$ cat config.mk
export PLATFORM = sky130hd
export DESIGN_NAME = write_hazard_sync_planner_flat
export DESIGN_NICKNAME = d
export VERILOG_FILES = /design/src/wsp_pkg.sv /design/src/wsp_col_if.sv /design/src/wsp_res_if.sv /design/src/wsp_ram.sv /design/src/wsp_ctrl.sv /design/src/wsp_dp.sv /design/src/write_hazard_sync_planner.sv /design/src/flat_wrapper.sv
export SDC_FILE = /design/constraint.sdc
export NUM_CORES = 2
export LEC_CHECK = 0
export BUFFER_PORTS_ARGS = -buffer_cell sky130_fd_sc_hd__buf_2
export CORE_MARGIN = 3
export CORE_UTILIZATION = 47
export CTS_BUF_LIST = sky130_fd_sc_hd__clkbuf_16
export DETAILED_ROUTE_END_ITERATION = 8
export PLACE_DENSITY = 0.64
export SLEW_MARGIN = 20
export SYNTH_ARGS = -nofsm -noshare
export SYNTH_HDL_FRONTEND = slang
export SYNTH_SLANG_ARGS = --single-unit
$ cat constraint.sdc
create_clock -name clk_i -period 9.7 [get_ports clk_i]
set_input_delay 0.97 -clock clk_i [delete_from_list [all_inputs] [get_ports clk_i]]
set_output_delay 0.97 -clock clk_i [all_outputs]
set_load 0.005 [all_outputs]
$ cat src/wsp_pkg.sv
// Package: shared types, constants and column rules of the write-hazard sync planner.
package wsp_pkg;

  // Sizing
  localparam int RESOURCES   = 256;
  localparam int MAX_COLUMNS = 16;
  localparam int ID_W        = 8;
  localparam int CNT_MAX_W   = 16;
  localparam int RES_AW      = (RESOURCES > 1) ? $clog2(RESOURCES) : 1;
  localparam int CB_AW       = (MAX_COLUMNS > 1) ? $clog2(MAX_COLUMNS) : 1;
  localparam int CNT_W       = $clog2(MAX_COLUMNS + 1);
  localparam logic [CNT_MAX_W-1:0] CNT_SAT = '1;

  // Source kinds
  localparam logic [1:0] SRC_OWN   = 2'd0;
  localparam logic [1:0] SRC_NONE  = 2'd1;
  localparam logic [1:0] SRC_OTHER = 2'd2;
  localparam logic [1:0] SRC_UNDEF = 2'd3;

  // Combine kinds
  localparam logic [1:0] COMB_AND   = 2'd0;
  localparam logic [1:0] COMB_OR    = 2'd1;
  localparam logic [1:0] COMB_NOT   = 2'd2;
  localparam logic [1:0] COMB_UNDEF = 2'd3;

  // Access kinds
  localparam logic [1:0] ACC_RW    = 2'd0;
  localparam logic [1:0] ACC_RD    = 2'd1;
  localparam logic [1:0] ACC_WR    = 2'd2;
  localparam logic [1:0] ACC_OTHER = 2'd3;

  // Write states of a table entry
  localparam logic [1:0] WS_NONE  = 2'd0;
  localparam logic [1:0] WS_MAIN  = 2'd1;
  localparam logic [1:0] WS_STAGE = 2'd2;

  // Input beat
  typedef struct packed {
    logic [ID_W-1:0] resource_id;
    logic [1:0]      source_kind;
    logic [1:0]      combine_kind;
    logic [1:0]      access_kind;
    logic            task_active;
    logic            column_present;
    logic            last_column;
  } in_t;

  // Result beat
  typedef struct packed {
    logic                 sync_before;
    logic [CNT_MAX_W-1:0] group_index;
    logic [CNT_MAX_W-1:0] group_active_count;
    logic                 column_overflow;
  } res_t;

  // Normalized column as kept in the column buffer
  typedef struct packed {
    logic [1:0]      acc;
    logic [1:0]      comb;
    logic [1:0]      src;
    logic [ID_W-1:0] res;
  } col_t;

  localparam int COL_W = $bits(col_t);

  // Outcome of one column against the table
  typedef struct packed {
    logic       hazard;
    logic       we;
    logic [1:0] wval;
  } apply_t;

  // Controller to datapath
  typedef struct packed {
    logic accept;      // capture beat, read table at its resource
    logic col_eval;    // apply captured column, buffer it
    logic sync_clear;  // clear the table, restart replay index
    logic cbuf_rd;     // read buffered column at replay index
    logic tab_rd_rp;   // read table at the replayed column's resource
    logic rp_eval;     // apply replayed column, advance index
    logic emit;        // load result, update group counters
  } cmd_t;

  // Datapath to controller
  typedef struct packed {
    logic in_present;
    logic in_last;
    logic last_q;
    logic active_q;
    logic sync_q;
    logic rp_more;
    logic out_free;
  } sts_t;

  // Map undefined codes onto their defined behavior
  function automatic col_t norm_col(in_t b);
    col_t c;
    c.res  = b.resource_id;
    c.src  = (b.source_kind == SRC_UNDEF) ? SRC_OTHER : b.source_kind;
    c.comb = (b.combine_kind == COMB_UNDEF) ? COMB_AND : b.combine_kind;
    c.acc  = b.access_kind;
    return c;
  endfunction

  function automatic logic res_in_range(logic [ID_W-1:0] id);
    return int'(id) < RESOURCES;
  endfunction

  // Column rules against the current write state of its resource
  function automatic apply_t apply_col(col_t c, logic active, logic [1:0] ws);
    apply_t r;
    logic   writes;
    r      = '0;
    writes = (c.acc == ACC_RW) || (c.acc == ACC_WR);
    if (c.comb != COMB_OR) begin
      if (c.src == SRC_OWN && c.comb != COMB_NOT) begin
        if ((c.acc == ACC_RW || c.acc == ACC_RD) && ws == WS_STAGE) begin
          r.hazard = 1'b1;
        end else if (writes && active) begin
          r.we   = 1'b1;
          r.wval = WS_MAIN;
        end
      end else if (c.src == SRC_NONE || c.comb == COMB_NOT) begin
        if (writes && active) begin
          r.we   = 1'b1;
          r.wval = WS_STAGE;
        end
      end
    end
    return r;
  endfunction

endpackage

$ cat src/wsp_col_if.sv
// Interface: input column channel with valid/ready handshake.
interface wsp_col_if;
  import wsp_pkg::*;

  logic valid;
  logic ready;
  in_t  data;

  modport source (output valid, output data, input ready);
  modport sink (input valid, input data, output ready);
endinterface

$ cat src/wsp_res_if.sv
// Interface: result channel with valid/ready handshake.
interface wsp_res_if;
  import wsp_pkg::*;

  logic valid;
  logic ready;
  res_t data;

  modport source (output valid, output data, input ready);
  modport sink (input valid, input data, output ready);
endinterface

$ cat src/wsp_ram.sv
// Generic single-write, single-read RAM with registered read data.
module wsp_ram #(
  parameter int Width = 8,
  parameter int Depth = 16,
  localparam int AddrW = (Depth > 1) ? $clog2(Depth) : 1
) (
  input  logic             clk_i,
  input  logic             we_i,
  input  logic [AddrW-1:0] waddr_i,
  input  logic [Width-1:0] wdata_i,
  input  logic             re_i,
  input  logic [AddrW-1:0] raddr_i,
  output logic [Width-1:0] rdata_o
);

  logic [Width-1:0] mem_q [Depth];
  logic [Width-1:0] rdata_q;

  // Write port and registered read port
  always_ff @(posedge clk_i) begin
    if (we_i) begin
      mem_q[waddr_i] <= wdata_i;
    end
    if (re_i) begin
      rdata_q <= mem_q[raddr_i];
    end
  end

  assign rdata_o = rdata_q;

endmodule

$ cat src/wsp_ctrl.sv
// Controller: sequences column updates, sync clear, replay and result hand-off.
module wsp_ctrl (
  input  logic          clk_i,
  input  logic          rst_ni,
  input  logic          in_valid_i,
  input  wsp_pkg::sts_t sts_i,
  output logic          in_ready_o,
  output wsp_pkg::cmd_t cmd_o
);
  import wsp_pkg::*;

  localparam logic [2:0] ST_IDLE = 3'd0;
  localparam logic [2:0] ST_EVAL = 3'd1;
  localparam logic [2:0] ST_FIN  = 3'd2;
  localparam logic [2:0] ST_RP_A = 3'd3;
  localparam logic [2:0] ST_RP_C = 3'd4;
  localparam logic [2:0] ST_RP_T = 3'd5;
  localparam logic [2:0] ST_DONE = 3'd6;

  logic [2:0] state_q, state_d;
  logic       accept;

  assign in_ready_o = (state_q == ST_IDLE);
  assign accept     = in_valid_i && in_ready_o;

  // Next state and commands
  always_comb begin
    state_d = state_q;
    cmd_o   = '0;
    case (state_q)
      ST_IDLE: begin
        if (accept) begin
          cmd_o.accept = 1'b1;
          if (sts_i.in_present) begin
            state_d = ST_EVAL;
          end else if (sts_i.in_last) begin
            state_d = ST_FIN;
          end
        end
      end
      ST_EVAL: begin
        cmd_o.col_eval = 1'b1;
        state_d = sts_i.last_q ? ST_FIN : ST_IDLE;
      end
      ST_FIN: begin
        if (sts_i.sync_q) begin
          cmd_o.sync_clear = 1'b1;
          state_d = sts_i.active_q ? ST_RP_A : ST_DONE;
        end else begin
          state_d = ST_DONE;
        end
      end
      ST_RP_A: begin
        if (sts_i.rp_more) begin
          cmd_o.cbuf_rd = 1'b1;
          state_d = ST_RP_C;
        end else begin
          state_d = ST_DONE;
        end
      end
      ST_RP_C: begin
        cmd_o.tab_rd_rp = 1'b1;
        state_d = ST_RP_T;
      end
      ST_RP_T: begin
        cmd_o.rp_eval = 1'b1;
        state_d = ST_RP_A;
      end
      ST_DONE: begin
        if (sts_i.out_free) begin
          cmd_o.emit = 1'b1;
          state_d = ST_IDLE;
        end
      end
      default: begin
        state_d = ST_IDLE;
      end
    endcase
  end

  always_ff @(posedge clk_i or negedge rst_ni) begin
    if (!rst_ni) begin
      state_q <= ST_IDLE;
    end else begin
      state_q <= state_d;
    end
  end

endmodule

$ cat src/wsp_dp.sv
// Datapath: write-state table, column buffer, group counters and result register.
module wsp_dp (
  input  logic          clk_i,
  input  logic          rst_ni,
  input  wsp_pkg::in_t  col_i,
  input  wsp_pkg::cmd_t cmd_i,
  input  logic          res_ready_i,
  output wsp_pkg::sts_t sts_o,
  output logic          res_valid_o,
  output wsp_pkg::res_t res_o
);
  import wsp_pkg::*;

  // Captured beat
  col_t col_q;
  logic active_q;
  logic last_q;

  // Task and group state
  logic [CNT_W-1:0]     cnt_q, cnt_d;
  logic [CNT_W-1:0]     rp_idx_q, rp_idx_d;
  logic                 ovf_q, ovf_d;
  logic                 sync_q, sync_d;
  logic                 open_q, open_d;
  logic [CNT_MAX_W-1:0] grp_q, grp_d;
  logic [CNT_MAX_W-1:0] act_q, act_d;
  logic [RESOURCES-1:0] tvalid_q, tvalid_d;

  // Result register
  logic res_valid_q, res_valid_d;
  res_t res_q;

  // Memory ports
  logic              tab_re;
  logic [RES_AW-1:0] tab_raddr;
  logic              tab_we;
  logic [1:0]        tab_rdata;
  logic              cb_we;
  logic [COL_W-1:0]  cb_rdata;
  col_t              cb_col;
  col_t              in_col;

  // Column under evaluation
  col_t              ev_col;
  logic [RES_AW-1:0] ev_addr;
  logic              ev_in;
  logic              ev_active;
  logic [1:0]        ev_ws;
  apply_t            ap;

  assign in_col = norm_col(col_i);
  assign cb_col = col_t'(cb_rdata);

  // Table read: at accept from the beat, during replay from the buffer
  assign tab_re    = cmd_i.accept || cmd_i.tab_rd_rp;
  assign tab_raddr = cmd_i.accept ? RES_AW'(in_col.res) : RES_AW'(cb_col.res);

  // Evaluate the captured or replayed column
  assign ev_col    = cmd_i.rp_eval ? cb_col : col_q;
  assign ev_addr   = RES_AW'(ev_col.res);
  assign ev_in     = res_in_range(ev_col.res);
  assign ev_active = cmd_i.rp_eval ? 1'b1 : active_q;
  assign ev_ws     = (ev_in && tvalid_q[ev_addr]) ? tab_rdata : WS_NONE;
  assign ap        = apply_col(ev_col, ev_active, ev_ws);
  assign tab_we    = (cmd_i.col_eval || cmd_i.rp_eval) && ap.we && ev_in;

  // Buffer a column while there is room
  assign cb_we = cmd_i.col_eval && (int'(cnt_q) < MAX_COLUMNS);

  wsp_ram #(
    .Width (2),
    .Depth (RESOURCES)
  ) u_tab_ram (
    .clk_i   (clk_i),
    .we_i    (tab_we),
    .waddr_i (ev_addr),
    .wdata_i (ap.wval),
    .re_i    (tab_re),
    .raddr_i (tab_raddr),
    .rdata_o (tab_rdata)
  );

  wsp_ram #(
    .Width (COL_W),
    .Depth (MAX_COLUMNS)
  ) u_cbuf_ram (
    .clk_i   (clk_i),
    .we_i    (cb_we),
    .waddr_i (cnt_q[CB_AW-1:0]),
    .wdata_i (col_q),
    .re_i    (cmd_i.cbuf_rd),
    .raddr_i (rp_idx_q[CB_AW-1:0]),
    .rdata_o (cb_rdata)
  );

  // Next values of task, table-valid and group state
  always_comb begin
    cnt_d       = cnt_q;
    rp_idx_d    = rp_idx_q;
    ovf_d       = ovf_q;
    sync_d      = sync_q;
    open_d      = open_q;
    grp_d       = grp_q;
    act_d       = act_q;
    tvalid_d    = tvalid_q;
    res_valid_d = res_valid_q;

    if (res_ready_i) begin
      res_valid_d = 1'b0;
    end

    if (cmd_i.col_eval) begin
      if (ap.hazard) begin
        sync_d = 1'b1;
      end
      if (cb_we) begin
        cnt_d = cnt_q + CNT_W'(1);
      end else begin
        ovf_d = 1'b1;
      end
    end

    if (tab_we) begin
      tvalid_d[ev_addr] = 1'b1;
    end

    if (cmd_i.sync_clear) begin
      tvalid_d = '0;
      rp_idx_d = '0;
    end

    if (cmd_i.rp_eval) begin
      rp_idx_d = rp_idx_q + CNT_W'(1);
    end

    // Close the task: advance group, count active tasks
    if (cmd_i.emit) begin
      if (sync_q) begin
        if (open_q) begin
          if (grp_q != CNT_SAT) begin
            grp_d = grp_q + CNT_MAX_W'(1);
          end
        end else begin
          open_d = 1'b1;
          grp_d  = '0;
        end
        act_d = '0;
      end else if (!open_q) begin
        open_d = 1'b1;
        grp_d  = '0;
        act_d  = '0;
      end
      if (active_q && act_d != CNT_SAT) begin
        act_d = act_d + CNT_MAX_W'(1);
      end
      cnt_d       = '0;
      ovf_d       = 1'b0;
      sync_d      = 1'b0;
      res_valid_d = 1'b1;
    end
  end

  always_ff @(posedge clk_i or negedge rst_ni) begin
    if (!rst_ni) begin
      cnt_q       <= '0;
      rp_idx_q    <= '0;
      ovf_q       <= 1'b0;
      sync_q      <= 1'b0;
      open_q      <= 1'b0;
      grp_q       <= '0;
      act_q       <= '0;
      tvalid_q    <= '0;
      res_valid_q <= 1'b0;
      last_q      <= 1'b0;
      active_q    <= 1'b0;
    end else begin
      cnt_q       <= cnt_d;
      rp_idx_q    <= rp_idx_d;
      ovf_q       <= ovf_d;
      sync_q      <= sync_d;
      open_q      <= open_d;
      grp_q       <= grp_d;
      act_q       <= act_d;
      tvalid_q    <= tvalid_d;
      res_valid_q <= res_valid_d;
      if (cmd_i.accept) begin
        last_q   <= col_i.last_column;
        active_q <= col_i.task_active;
      end
    end
  end

  // Payload registers
  always_ff @(posedge clk_i) begin
    if (cmd_i.accept) begin
      col_q <= in_col;
    end
    if (cmd_i.emit) begin
      res_q.sync_before        <= sync_q;
      res_q.group_index        <= grp_d;
      res_q.group_active_count <= act_d;
      res_q.column_overflow    <= ovf_q;
    end
  end

  assign sts_o.in_present = col_i.column_present;
  assign sts_o.in_last    = col_i.last_column;
  assign sts_o.last_q     = last_q;
  assign sts_o.active_q   = active_q;
  assign sts_o.sync_q     = sync_q;
  assign sts_o.rp_more    = (rp_idx_q < cnt_q);
  assign sts_o.out_free   = !res_valid_q || res_ready_i;

  assign res_valid_o = res_valid_q;
  assign res_o       = res_q;

endmodule

$ cat src/write_hazard_sync_planner.sv
// Top level: write-hazard sync planner, controller plus datapath.
//
//   channel | dir | beat                                  | when
//   col_i   | in  | one access column of a task           | valid && ready
//   res_o   | out | sync flag, group index, active count  | valid && ready, last column
//
// A column is accepted with the table read issued, then updated in ST_EVAL via
// the table RAM's registered read port. A task's close runs ST_FIN and ST_DONE,
// with ST_RP_A/C/T per buffered column when a sync replays an active task.
// Reset clears the table at once through per-entry valid bits; no clearing pass.
// New columns are taken while a result waits; a close stalls until the
// result register is free.
module write_hazard_sync_planner (
  input logic clk_i,
  input logic rst_ni,
  wsp_col_if.sink   col_i,
  wsp_res_if.source res_o
);
  import wsp_pkg::*;

  cmd_t cmd;
  sts_t sts;
  logic in_ready;

  wsp_ctrl u_ctrl (
    .clk_i      (clk_i),
    .rst_ni     (rst_ni),
    .in_valid_i (col_i.valid),
    .sts_i      (sts),
    .in_ready_o (in_ready),
    .cmd_o      (cmd)
  );

  wsp_dp u_dp (
    .clk_i       (clk_i),
    .rst_ni      (rst_ni),
    .col_i       (col_i.data),
    .cmd_i       (cmd),
    .res_ready_i (res_o.ready),
    .sts_o       (sts),
    .res_valid_o (res_o.valid),
    .res_o       (res_o.data)
  );

  assign col_i.ready = in_ready;

endmodule

$ cat src/flat_wrapper.sv
// flat-port wrapper written by rule: the top's interface ports become plain ports
module write_hazard_sync_planner_flat import wsp_pkg::*;
  (clk_i, rst_ni, col_i_valid, col_i_data, col_i_ready, res_o_valid, res_o_data, res_o_ready);
  wsp_col_if col_i_i ();
  wsp_res_if res_o_i ();
  input logic clk_i;
  input logic rst_ni;
  input wire logic [$bits(col_i_i.valid)-1:0] col_i_valid;
  input wire logic [$bits(col_i_i.data)-1:0] col_i_data;
  output wire logic [$bits(col_i_i.ready)-1:0] col_i_ready;
  output wire logic [$bits(res_o_i.valid)-1:0] res_o_valid;
  output wire logic [$bits(res_o_i.data)-1:0] res_o_data;
  input wire logic [$bits(res_o_i.ready)-1:0] res_o_ready;
  assign col_i_i.valid = col_i_valid;
  assign col_i_i.data = col_i_data;
  assign col_i_ready = col_i_i.ready;
  assign res_o_valid = res_o_i.valid;
  assign res_o_data = res_o_i.data;
  assign res_o_i.ready = res_o_ready;
  write_hazard_sync_planner u_core (.clk_i(clk_i), .rst_ni(rst_ni), .col_i(col_i_i), .res_o(res_o_i));
endmodule
# Word level (Yosys, flattened, before mapping)
# Memory sizes are Yosys's and may differ from the RTL's. A register that Yosys moved wholly into a read port is not among the register bits.
# Index checks and enable logic that the tools add are counted.
# op_classes
n_addsub	4
n_lt_le_gt_ge	4
n_eq_ne	21
muxes	65
bitwise	1
reduce_logical	28
# op_table
operator	count
256-bit two-way mux	2
256-bit OR	1
16-bit two-way mux	10
3-bit two-way mux	11
16-bit by 1-bit adder with 16-bit output, second input constant	2
16-bit inequality test, second input constant	2
1-bit two-way mux	28
5-bit two-way mux	5
3-bit case mux with 7 select lines	1
14-bit two-way mux	1
2-bit nonzero test	6
5-bit by 1-bit adder with 5-bit output, second input constant	2
2-bit equality test, second input constant	5
3-bit equality test, second input constant	3
8-bit by 9-bit less-than comparator with 1-bit output, second input constant	1
1-bit binary-select mux with 8-bit select	1
1-bit demux with 8-bit select	1
8-bit by 1-bit greater-or-equal comparator with 1-bit output, second input constant	1
1-bit logical AND	8
8-bit two-way mux	1
2-bit by 1-bit inequality test with 1-bit output, second input constant	4
3-bit by 2-bit equality test with 1-bit output, second input constant	2
1-bit logical OR	6
2-bit two-way mux	3
12 further kinds	16
# word_totals
regBits	355
mem_bits_rw	736
input_bits	21
output_inout_bits	36
wordCells	145
memories	2
# mem_list
memory	depth	width	read_ports	rd_clocked_by_memory_dff	write_ports	line_no	rtl
u_core.u_dp.u_tab_ram.mem_q	256	2	1	1	1	wsp_ram.sv:16	logic [Width-1:0] mem_q [Depth];
u_core.u_dp.u_cbuf_ram.mem_q	16	14	1	1	1	wsp_ram.sv:16	

# Depth between registers and ports, before layout
# depth
word_depth	14
ltp_mapped	17
mapped_depth_nobuf	10

# Hierarchy
# Synthesis repeated with hierarchy kept, for this count alone.
# unflattened
cells_unflattened	3456
area_unflattened_um2	48909.4
# by_module_without_submodules
module	instances	cells_each	area_per_inst_um2	seq_area_each_um2
wsp_ram at u_core.u_dp.u_tab_ram	1	1242	21401.8	15434.8
wsp_dp	1	1799	18332.6	9048.7
wsp_ram at u_core.u_dp.u_cbuf_ram	1	379	8903.5	7146.9
wsp_ctrl	1	36	271.5	75.1

# Worst setup path after synthesis
# Ideal clock, no wire load.
# synth_timing
kind	flip-flop to flip-flop
start	register u_core.u_dp.col_q[1] (netlist name)
end	memory u_core.u_dp.u_tab_ram.mem_q[1048][0], in the netlist u_core.u_dp.u_tab_ram.mem_q[131][0], enable pin
setup_time_ns	0.329
t_arrival_ns	7.845
t_required_ns	9.371
path_slack_ns	1.526
stages_incl_launch_ff	15
path_buffers	5
period_less_slack_ns	8.174
cell_sequence	edfxtp_1 -> buf_2 -> buf_4 -> buf_2 -> mux4_2 -> mux2i_1 -> nand3b_1 -> o311ai_0 -> nand4b_1 -> o21bai_1 -> a41oi_2 -> nor2_1 -> buf_2 -> buf_4 -> nor3_1
# synth_via
elab_chain_len	12
# synth_rtl
element	line_no	rtl
start, declared	wsp_dp.sv:15	col_t col_q;
start signal, assigned	wsp_dp.sv:196	col_q <= in_col;
14-bit two-way mux (*)	wsp_dp.sv:59	assign ev_col = cmd_i.rp_eval ? cb_col : col_q;
1-bit binary-select mux with 8-bit select	wsp_dp.sv:63	assign ev_ws = (ev_in && tvalid_q[ev_addr]) ? tab_rdata : WS_NONE;
1-bit two-way mux (implied by the code)	wsp_dp.sv:63	
2-bit two-way mux	wsp_dp.sv:63	
2-bit equality test	wsp_pkg.sv:117	if ((c.acc == ACC_RW || c.acc == ACC_RD) && ws == WS_STAGE) begin
1-bit logical AND	wsp_pkg.sv:117	
3-bit two-way mux	wsp_pkg.sv:117	
3-bit two-way mux	wsp_pkg.sv:116	if (c.src == SRC_OWN && c.comb != COMB_NOT) begin
4-bit two-way mux	wsp_pkg.sv:115	if (c.comb != COMB_OR) begin
1-bit logical AND	wsp_dp.sv:65	assign tab_we = (cmd_i.col_eval || cmd_i.rp_eval) && ap.we && ev_in;
1-bit two-way mux	wsp_ram.sv:21	if (we_i) begin
1-bit two-way mux (implied by the code)	wsp_ram.sv:22	mem_q[waddr_i] <= wdata_i;
end, declared	wsp_ram.sv:16	
# Every way passes the cells marked *; elsewhere a longest branch is shown, timed or not. The select of a mux whose other input is x is not followed.

# Final worst setup path
# layout_timing
start	register u_core.u_ctrl.state_q[1]
end	memory u_core.u_dp.u_tab_ram.mem_q[960][1], in the netlist u_core.u_dp.u_tab_ram.mem_q[120][1], enable pin
# layout_via
elab_chain_len	14
word_cells_on_any_way	34
cone_classes	9 x eq/ne; 15 x mux; 10 x reduce/logical
# layout_rtl
element	line_no	rtl
start, declared	wsp_ctrl.sv:20	logic [2:0] state_q, state_d;
start signal, assigned	wsp_ctrl.sv:85	state_q <= state_d;
3-bit equality test	wsp_ctrl.sv:30	case (state_q)
1-bit two-way mux	wsp_ctrl.sv:30	
14-bit two-way mux	wsp_dp.sv:59	
1-bit binary-select mux with 8-bit select	wsp_dp.sv:63	
1-bit two-way mux (implied by the code)	wsp_dp.sv:63	
2-bit two-way mux	wsp_dp.sv:63	
2-bit equality test	wsp_pkg.sv:117	
1-bit logical AND	wsp_pkg.sv:117	
3-bit two-way mux	wsp_pkg.sv:117	
3-bit two-way mux	wsp_pkg.sv:116	
4-bit two-way mux	wsp_pkg.sv:115	
1-bit logical AND	wsp_dp.sv:65	
1-bit two-way mux	wsp_ram.sv:21	
1-bit two-way mux (implied by the code)	wsp_ram.sv:22	
# Parallel ways exist; a longest one is shown, timed or not. The select of a mux whose other input is x is not followed.

==> qor.yml <==
logic_synthesis:
  yosysMostFrequentCell: "nand2_1"
  synthArstFlopShare_pct: 27.7
  ys_warn_count: 0
  yosysTopAreaCell: "edfxtp_1"
  synth_edf_count: 800
  synth_cells: 3991
  synth_cell_type_count: 82
  syn_area_per_cell_um2: 12.5
  seq_area_frac_synth_pct: 63.7
  syn_nets: 4023
  post-synth-top-area-fraction_pct: 48.3
  synth_ff_type: "edfxtp_1"
  synth-seq-cells: 1107
  synthTopCellsByCount: "nand2_1, edfxtp_1, dfrtp_1"
  synth_area_um2: 49800
  synth_area_leaders: "edfxtp_1, dfrtp_1, nand2_1"
routing:
  antenna_left: 0
  drc_errors: 0
  wl_per_cell_um: 25.3
  routed_via_density: 6.25
  dr_total_vias: 33800
  drt_iter0_drc: 4047
  dr.pass1.iters: 5
  wl_um: 137000
floorplanning:
  dieArea_um2: 110000
  boundaryPins: 57
  start_util_pct: 47.7
  rows: 118
  fp.dieW_um: 331
  dieHeight_um: 331
  core_um2: 104000
power_and_ir_drop:
  leakage_nw: 19.6
  powerDensity_nw_per_um2: 237
  peakVddDrop_mv: 0.171
clock_network:
  cts.repair.resized: 0
  cts_setup_buffers: 0
  cts_buffers: 115
  htreeDepth: 3
  clk_pin_slew_ns: 0.06
  cts.sinks: 1107
  postCtsHoldBufs: 0
  clk_latency_ns: 0.76
  cts_tree: "built"
  clk_root_buffer_cell: "clkbuf_16"
  clockBufferDepth: 3
sta:
  rsz0062_at_grt: "false"
  fmax_ghz: 0.143
  worst_slew_pin_slew_ns: 1.11
  post-route-period-util_pct: 72.2
  maxSlewHeadroom_pct: 25.4
  fin_crit_ns: 7.00
  hold_violations: 0
  finalSetupTns_ns: 0
  slew_viol_final: 0
  fin_skew_ns: 0.0700
  setup_viol: 0
place:
  placed_cells: 5196
  port_buffers: 56
  gp_congestion: 0.943
  dp_hpwl_um: 81800
setup_path:
  max_stage_delay_ns: 0.80
  cp.arrival_ns: 7.42
  cp-end-kind: "flip-flop"
  crit_fanout: 165
  r2r-end: "u_core.u_dp.u_tab_ram.mem_q[120][1]$_DFFE_PP_"
  crit_type: "flip-flop to flip-flop"
  cpMaxStageDelayCell: "buf_4"
  critPathMostFrequentCell: "buf_4"
  critical_path.top_delay_family: "buffers and inverters"
  r2r_cells: 14
  startpoint_type: "flip-flop"
  timing.rr.start: "u_core.u_ctrl.state_q[1]$_DFFE_PN0P_"
  cp.required_ns: 10.11
  r2r_setup_slack_ns: 2.70
  path_buf_inv: 4
  cp_cell_sequence: "nand3b_2 -> a21o_2 -> buf_4 -> mux4_2 -> nand2_1 -> a41o_1 -> a2111o_1 -> o311ai_1 -> a41oi_4 -> buf_4 -> nor2_4 -> buf_12 -> buf_4 -> nor3_1"
status:
  status: "complete, no violations"
global_routing:
  grt_max_degree: 166
  grt_pass1_vias: 33600
  gr-total-overflow: 0
  grtUsageTotal_pct: 24.5
  grt_pass1_wl_um: 209000
  grt_antenna_before_repair: 3
layout:
  fillers: 8923
  finalNonFillerCells: 5411
  fin_nets: 3965
  area_delta_synth_final_pct: 10.3
  final_layout_size_suffix_gt1_share_pct: 12.2
job:
  drv_cap: 0
hold_path:
  hp-class: "input port to asynchronous set/reset pin"
routing by layer:
metal  track usage, %  wire length (µm)
met1             34.1             56400
met2             38.3             64400
met3             4.45             10900
met4             9.89              5400
met5                0                13
worst max-delay path by stage:
stage	start	to	slack [ns]	depth (start not counted)
2_1_floorplan	u_core.u_dp.col_q[1]$_DFFE_PP_	u_core.u_dp.u_tab_ram.mem_q[131][0]$_DFFE_PP_	1.53	14
3_3_place_gp	u_core.u_ctrl.state_q[1]$_DFFE_PN0P_	u_core.u_dp.u_tab_ram.mem_q[79][0]$_DFFE_PP_	2.86	14
3_5_place_dp	u_core.u_ctrl.state_q[1]$_DFFE_PN0P_	u_core.u_dp.u_tab_ram.mem_q[120][0]$_DFFE_PP_	2.77	14
4_1_cts	u_core.u_ctrl.state_q[1]$_DFFE_PN0P_	u_core.u_dp.u_tab_ram.mem_q[120][1]$_DFFE_PP_	2.72	14
5_1_grt	u_core.u_ctrl.state_q[1]$_DFFE_PN0P_	u_core.u_dp.u_tab_ram.mem_q[100][1]$_DFFE_PP_	2.24	14
6_report	u_core.u_ctrl.state_q[1]$_DFFE_PN0P_	u_core.u_dp.u_tab_ram.mem_q[120][1]$_DFFE_PP_	2.70	14
registers in the layout (all words and copies together), names as in the netlist:
signal	flops
u_core.u_ctrl.state_q	3
u_core.u_dp.sync_q	1
u_core.u_dp.active_q	1
u_core.u_dp.open_q	1
u_core.u_dp.u_tab_ram.mem_q	512
u_core.u_dp.res_valid_o	1
u_core.u_dp.last_q	1
u_core.u_dp.cnt_q	5
u_core.u_dp.u_cbuf_ram.rdata_o	14
u_core.u_dp.col_q	14
u_core.u_dp.rp_idx_q	5
u_core.u_dp.act_q	16
u_core.u_dp.u_cbuf_ram.mem_q	224
u_core.u_dp.u_tab_ram.rdata_o	2
u_core.u_dp.grp_q	16
u_core.u_dp.res_o	34
u_core.u_dp.ovf_q	1
u_core.u_dp.tvalid_q	256
per-stage QoR:
step / worst slack [ns] / hold slack [ns] / power, mW / area, µm² / util (%)
floorplan: 1.53 / 0.425 / 7.66 / 49800 / -
global placement: 2.86 / 0.459 / 8.72 / 51100 / 49.1
detailed placement: 2.77 / 0.462 / 8.74 / 51100 / 49.1
CTS: 2.72 / 0.260 / 13.0 / 54800 / 52.6
global route: 2.24 / 0.324 / 13.5 / 54900 / 52.6
finish: 2.70 / 0.284 / 13.0 / 54900 / 52.6
cell type report:
cell class	instances	area, µm²	share of cell area, %
flip-flops and latches	1107	31700	57.8
multi-input cells	2544	16600	30.3
clock buffers	116	2900	5.29
well taps	1380	1730	3.15
repair buffers	146	1010	1.84
clock inverters	98	810	1.48
inverters	19	72.6	0.132
diodes	1	2.50	0.00456
worst register-to-register path: cells and delay by family (launching register included):
family | cells | cell delay, ns
AO/OA/AOI/OAI | 5 | 2.08
buffers and inverters | 4 | 2.34
flip-flops | 1 | 0.75
multiplexers | 1 | 0.28
AND/OR/NAND/NOR | 4 | 1.23
placed cells by master, fill, tap and decap left out, types with 65 or more instances in the layout:
master	synthesis	layout
nand2_1	848	840
edfxtp_1	800	800
dfrtp_1	307	306
nor3_1	281	277
o31ai_1	244	244
mux2i_1	178	174
nand3_1	153	152
clkbuf_16	0	116
mux4_2	99	99
buf_4	27	85
nor2_1	85	84
a21oi_1	72	71
o21ai_0	65	65
report_power, final:
part           leakage [nW]  total, mW  internal (mW)  switching [mW]
sequential             12.1       5.61           5.39           0.219
combinational          5.61       3.07          0.890            2.18
clock                  1.91       4.30           2.40            1.90
cell families after synthesis:
family          count (synthesis)  share of synthesized area, %
flops                        1107                          63.7
mux                           309                          8.79
xor+xnor                       25                         0.440
buf+inv                       340                          3.27
simple gates                 1533                          13.6
compound gates                665                          9.84
fa+ha+maj                      12                         0.297
No activity file was read; power rests on OpenSTA's default activity.
